===== config.mk =====
export PLATFORM = sky130hd
export DESIGN_NAME = bfcs_ctrl
export DESIGN_NICKNAME = d
export VERILOG_FILES = /design/src/assert_macros.svh /design/src/bfcs_pkg.sv /design/src/bfcs_ctrl.sv
export SDC_FILE = /design/constraint.sdc
export NUM_CORES = 1
export LEC_CHECK = 0
export ABC_AREA = 1
export BUFFER_PORTS_ARGS = -buffer_cell sky130_fd_sc_hd__buf_2
export CORE_AREA = 3 3 40 42
export DETAILED_ROUTE_END_ITERATION = 6
export DIE_AREA = 0 0 43 45
export PLACE_DENSITY = 0.3
export SYNTH_ARGS = -nofsm -noshare
export SYNTH_HDL_FRONTEND = slang
export SYNTH_SLANG_ARGS = --single-unit

===== constraint.sdc =====
create_clock -name clk -period 0.92 [get_ports clk]
set_input_delay 0.184 -clock clk [delete_from_list [all_inputs] [get_ports clk]]
set_output_delay 0.184 -clock clk [all_outputs]
set_load 0.01 [all_outputs]

===== src/assert_macros.svh =====
// Assertion macros used by the top-level RTL file.
`ifndef ASSERT_MACROS_SVH
`define ASSERT_MACROS_SVH

// Same-cycle implication, disabled during reset.
`define ASSERT_SAME(label, clk, rst_n, ante, cons) \
    label: assert property (@(posedge clk) disable iff (!rst_n) (ante) |-> (cons)) \
        else $error("assertion failed");

// Next-cycle implication, disabled during reset.
`define ASSERT_NEXT(label, clk, rst_n, ante, cons) \
    label: assert property (@(posedge clk) disable iff (!rst_n) (ante) |=> (cons)) \
        else $error("assertion failed");

`endif


===== src/bfcs_pkg.sv =====
// Types, constants and codes shared by the flash command sequencer modules.
package bfcs_pkg;

    localparam int MEM_BYTES = 131072;
    localparam int ADDR_W    = $clog2(MEM_BYTES);
    localparam int ADDR_IN_W = 20;
    localparam int DATA_W    = 8;
    localparam int SECTOR_W  = 13;
    localparam int LOG2_W    = 4;

    localparam logic [ADDR_IN_W-1:0] SEQ_FIRST_ADDR  = 20'h05555;
    localparam logic [ADDR_IN_W-1:0] SEQ_SECOND_ADDR = 20'h0AAAA;
    localparam logic [ADDR_IN_W-1:0] IDENT_MAKER_ADDR  = 20'h00000;
    localparam logic [ADDR_IN_W-1:0] IDENT_DEVICE_ADDR = 20'h00001;
    localparam logic [ADDR_IN_W-1:0] MEM_LIMIT = ADDR_IN_W'(MEM_BYTES);

    localparam logic [DATA_W-1:0] KEY_FIRST   = 8'hAA;
    localparam logic [DATA_W-1:0] KEY_SECOND  = 8'h55;
    localparam logic [DATA_W-1:0] OP_IDENTIFY = 8'h90;
    localparam logic [DATA_W-1:0] OP_PROGRAM  = 8'hA0;
    localparam logic [DATA_W-1:0] OP_LOCK     = 8'hF0;
    localparam logic [DATA_W-1:0] MAKER_CODE  = 8'h1F;
    localparam logic [DATA_W-1:0] ERASED_BYTE = 8'hFF;

    localparam logic CMD_READ  = 1'b0;
    localparam logic CMD_WRITE = 1'b1;

    localparam logic CFG_DEVICE_CODE = 1'b0;
    localparam logic CFG_SECTOR_LOG2 = 1'b1;

    localparam logic [DATA_W-1:0] DEVICE_CODE_RESET = 8'd213;
    localparam logic [LOG2_W-1:0] SECTOR_LOG2_RESET = 4'd7;

    typedef enum logic [2:0] {
        MODE_LOCKED = 3'd0,
        MODE_START1 = 3'd1,
        MODE_START2 = 3'd2,
        MODE_IDENT  = 3'd3,
        MODE_PROG   = 3'd4
    } mode_t;

    typedef enum logic [1:0] {
        STS_OK          = 2'd0,
        STS_UNMAPPED    = 2'd1,
        STS_UNPERMITTED = 2'd2
    } status_t;

    typedef enum logic [1:0] {
        S_CLEAR,
        S_IDLE,
        S_EXEC
    } ctrl_state_t;

    typedef struct packed {
        logic clear_en;
        logic capture;
        logic execute;
    } ctrl_cmd_t;

    typedef struct packed {
        logic clear_last;
    } dp_stat_t;

endpackage


===== src/bfcs_ctrl.sv =====
// Controller: erase sweep after reset, word capture, execute and output handshake.
module bfcs_ctrl
(
    input  logic                clk,
    input  logic                rst_n,
    input  logic                in_valid,
    output logic                in_stall,
    output logic                out_valid,
    input  logic                out_stall,
    input  bfcs_pkg::dp_stat_t  stat,
    output bfcs_pkg::ctrl_cmd_t cmd
);

    bfcs_pkg::ctrl_state_t state_reg;
    bfcs_pkg::ctrl_state_t state_next;
    logic                  out_valid_reg;
    logic                  out_valid_next;
    logic                  out_free;

    always_ff @(posedge clk or negedge rst_n)
    begin
        if (!rst_n)
        begin
            state_reg     <= bfcs_pkg::S_CLEAR;
            out_valid_reg <= 1'b0;
        end
        else
        begin
            state_reg     <= state_next;
            out_valid_reg <= out_valid_next;
        end
    end

    always_comb
    begin
        out_free       = !out_valid_reg || !out_stall;
        state_next     = state_reg;
        cmd            = '0;
        in_stall       = 1'b1;
        out_valid_next = out_valid_reg && out_stall;
        unique case (state_reg)
            bfcs_pkg::S_CLEAR:
            begin
                cmd.clear_en = 1'b1;
                if (stat.clear_last)
                begin
                    state_next = bfcs_pkg::S_IDLE;
                end
            end
            bfcs_pkg::S_IDLE:
            begin
                in_stall = 1'b0;
                if (in_valid)
                begin
                    cmd.capture = 1'b1;
                    state_next  = bfcs_pkg::S_EXEC;
                end
            end
            bfcs_pkg::S_EXEC:
            begin
                // hold until the output register is free
                if (out_free)
                begin
                    cmd.execute    = 1'b1;
                    out_valid_next = 1'b1;
                    state_next     = bfcs_pkg::S_IDLE;
                end
            end
            default:
            begin
                state_next = bfcs_pkg::S_IDLE;
            end
        endcase
    end

    assign out_valid = out_valid_reg;

endmodule


==> Yosys cells after proc, flatten, opt, wreduce, memory -nomap -nowiden <==
Index checks and enable logic that the tools add are counted.
{ "op_classes": {"mux": 12, "eq_ne": 5, "reduce_logical": 6} }
{ "op_table": {"columns": ["op", "count"], "rows": [
  ["1-bit two-way mux", 8],
  ["2-bit two-way mux", 3],
  ["2-bit != test (second input constant)", 3],
  ["2-bit one-hot mux with 3 select lines", 1],
  ["3-bit AND reduction", 1],
  ["2-bit by 1-bit equality test with 1-bit output (second input constant)", 1],
  ["2-bit equality test (second input constant)", 1],
  ["1-bit zero test", 2],
  ["2-bit zero test", 1],
  ["1-bit logical AND", 1],
  ["1-bit logical OR", 1]
]} }
{ "word_totals": {"output_inout_bits": 5, "word_cells": 25, "inputBits": 5, "register_bits": 3} }

==> Longest topological paths before layout <==
{ "logic_depth": {"ltp_word": 4, "mapped_depth": 5} }

==> Least setup slack after synthesis <==
Ideal clock, no wire load.
{ "synth_timing": {"path_type": "reg-to-output", "from": "register state_reg[0]", "to": "output port cmd[0] in the netlist's numbering", "path_slack_ps": 9, "t_arrival_ps": 727, "path_stages_with_launch": 4, "path_cell_list": "dfrtp_1 > nor2_1 > inv_1 > nor2_1"} }
{ "synth_rtl": {"columns": ["element", "line", "rtl"], "rows": [
  ["from (decl)", "bfcs_ctrl.sv:14", "bfcs_pkg::ctrl_state_t state_reg;"],
  ["from (signal assigned)", "bfcs_ctrl.sv:24", "state_reg <= bfcs_pkg::S_CLEAR;"],
  ["from (signal assigned)", "bfcs_ctrl.sv:29", "state_reg <= state_next;"],
  ["to (decl)", "bfcs_ctrl.sv:11", "output bfcs_pkg::ctrl_cmd_t cmd"]
]} }

==> summary.txt <==
Outcome
  • Outcome: finished with violations
  • Violated checks: negative setup slack

Critical path
  • Critical-path cell list: buf_6 > nand2_4 > nor2_2 > buf_2
  • Endpoint type of the worst setup path: output port
  • Data required time of the worst path: 0.74 ns
  • Maximum fanout along the worst path: 5
  • R2R Path End: state_reg[0]$_DFFE_PN0P_
  • CP startpoint kind: flop
  • Worst Setup EP: cmd[1]
  • Worst reg2reg startpoint: state_reg[0]$_DFFE_PN0P_
  • Critical path arrival: 1.01 ns
  • CP Class: flop to output port
  • R2R Setup Slk: 0.01 ns
  • R2r worst-path depth: 4
  • CP max stage cell: dfrtp_1
  • CP peak stage delay: 0.39 ns
  • Crit path launch: state_reg[0]$_DFFE_PN0P_

Global routing
  • GR met3 Demand/Resource: 7.57%
  • Layer with the highest usage: met3
  • Initial antenna violation count: 0
  • Met2 Track Usage GR: 5.69%
  • Vias in the first global route: 180
  • Largest net degree at the start of global routing: 6
  • GRT Util Overall: 5.66%
  • First-pass GRT wire length: 683 um
  • GRT overflow: 0
  • GR Layer Usage met1: 5.78%

Final layout
  • Antenna Cells: 0
  • Fill cells: 145
  • Storage element area: 75.1 um2
  • Design Area, Final: 282 um2
  • Layout Cells excl Fill: 52
  • Share of cells above drive strength 1: 45.9%
  • Synthesis-to-layout area growth: 82.9%
  • Nets: 43
  • Flip-flop count of the largest register after layout: 2
  • Area of the multi-input gates: 66.3 um2

CTS
  • Clock root buffer: clkbuf_4
  • TritonCTS clock tree: built
  • CTS HTree Levels: 1
  • Reg clk slew, reported paths: 0.04 ns
  • Maximum root-to-sink buffer count: 2
  • Clock Latency Late Sink: 0.23 ns
  • Total CTS buffers: 3
  • Clock Sinks: 3
  • Postcts setup bufs: 0

Logic synthesis
  • Number of synthesized flops with an enable pin: 0
  • FFs w/ async S/R, synth: 100%
  • Largest cells by area after synthesis: dfrtp_1 49%, inv_1 15%, nand2_1 12%
  • Post-synthesis cell count: 22
  • Post-synthesis average cell area: 7.00 um2
  • Post-Syn Area: 154 um2
  • Leading area contributor after synthesis: dfrtp_1
  • Syn Nets: 27
  • Synth Warn #: 0
  • Top cells by count, synth: 6 x inv_1, 5 x nand2_1, 5 x nor2_1
  • Post-synth cell types: 7
  • Top-count cell post-synth: inv_1
  • Yosys reg bits: 3
  • Area fraction of the dominant cell type after synthesis: 48.8%
  • Sequential cell area fraction in the yosys report: 48.8%
  • Main flop type after synthesis: dfrtp_1

Detailed routing
  • Vias post-DR: 172
  • DRT iter0 DRCs: 4
  • Total Wirelength: 393 um
  • DRT Pass-1 Iters: 4
  • Routed Antenna Nets: 0
  • Wire per inst: 7.56 um
  • Drt drc: 0
  • Via-to-Cell Ratio: 3.31

Placement
  • GP Congestion: 0.643
  • PortBufs: 9
  • DP Cell Count: 47
  • Final HPWL from detailed placement: 297 um
  • Area of placed instances: 225 um2

Pwr
  • Static Leak: 0.000171 uW
  • Pwr Density: 3230 mW/mm2
  • Worst VDD drop: 1.29 mV

Job
  • Max cap viols: 0

Die
  • Core Footprint: 0.00128 mm2
  • Site row count: 13
  • Number of top-level pins: 10
  • Die ar.: 0.00194 mm2
  • Initial Utilization: 12.0%
  • DIE HEIGHT: 45 um
  • DIE WIDTH: 43 um

Timing
  • Final-report setup violation count: 5
  • Setup TNS: -0.963 ns
  • Setup WS post-layout: -0.277 ns
  • Fin. Hold Viols: 0
  • Worst slew pin tran: 0.145 ns
  • WHS: 0.184 ns
  • FMAX: 0.835 GHz
  • Crit share post-route: 130%
  • Final min period: 1.20 ns
  • Clk_skew: 0.00495 ns
  • Fin. max-slew vios: 0
  • RSZ-0062 raised after global routing: yes
  • Worst relative slew slack: 90.3%

Min path
  • Min-delay worst type: input port to flop
-- cell usage in the layout, fill, tap and decap left out, drive strengths merged --
cell          n
dfrtp         3
buf          10
nand2         6
nor2          5
inv           6
o21bai        1
dlygate4sd3   1
o21ai         1
clkbuf        4
-- per-stage QoR --
| step | utilization [%] | worst slack (ns) | total power [uW] |
|---|---|---|---|
| 3_3_place_gp | 17.5 | -0.0374 | 582 |
| 5_1_grt | 21.9 | -0.385 | 999 |
| 3_5_place_dp | 17.5 | -0.0523 | 586 |
| 6_report | 21.9 | -0.277 | 909 |
| 2_1_floorplan | - | 0.00866 | 424 |
| 4_1_cts | 21.7 | -0.290 | 924 |
-- area by class of cell --
| type | count | share of cell area (%) |
|---|---|---|
| inverters | 6 | 8.00 |
| well taps | 15 | 6.67 |
| repair buffers | 11 | 25.8 |
| clock buffers | 4 | 9.33 |
| multi-input cells | 13 | 23.6 |
| flip-flops and latches | 3 | 26.7 |
-- per-layer routing --
layer | vias up | part of all wire, % | wire, um
met5 | - | 0 | 0
met4 | 0 | 0 | 0
met3 | 0 | 16 | 63
met2 | 12 | 33 | 129
met1 | 68 | 51 | 200
li1 | 92 | - | -
-- what timing repair did --
item,CTS,global route
pin swaps,1,2
endpoints found under the hold margin,3,0
resized for setup,5,1
setup endpoints to repair,6,6
hold buffers,1,0
-- power breakdown --
group | switching (uW) | total [uW] | internal (uW)
Combinational | 227 | 442 | 215
Clock | 68.2 | 231 | 162
Sequential | 45.9 | 236 | 190
-- critical path: cells and delay by family, from the launching register on --
kind | cells | cell delay, ns
AND/OR/NAND/NOR | 2 | 0.14
buffers and inverters | 2 | 0.25
flip-flops | 1 | 0.39
-- kinds of logic after synthesis --
group                  count (synthesis)  share of synthesized area, %
AND/OR/NAND/NOR                       11                          28.5
buffers and inverters                  6                          14.6
AO/OA/AOI/OAI                          2                          8.13
flip-flops                             3                          48.8
-- how the worst min path moves through the flow --
stage | end | slack, ns | startpoint | cells after the start
floorplan | out_valid$_DFF_PN0_ | -0.11 | rst_n | 0
global placement | out_valid$_DFF_PN0_ | -0.02 | rst_n | 1
detailed placement | out_valid$_DFF_PN0_ | -0.02 | rst_n | 1
CTS | out_valid$_DFF_PN0_ | 0.18 | out_stall | 3
global route | out_valid$_DFF_PN0_ | 0.19 | out_stall | 3
finish | out_valid$_DFF_PN0_ | 0.18 | out_stall | 3
No activity file was read; power rests on OpenSTA's default activity.
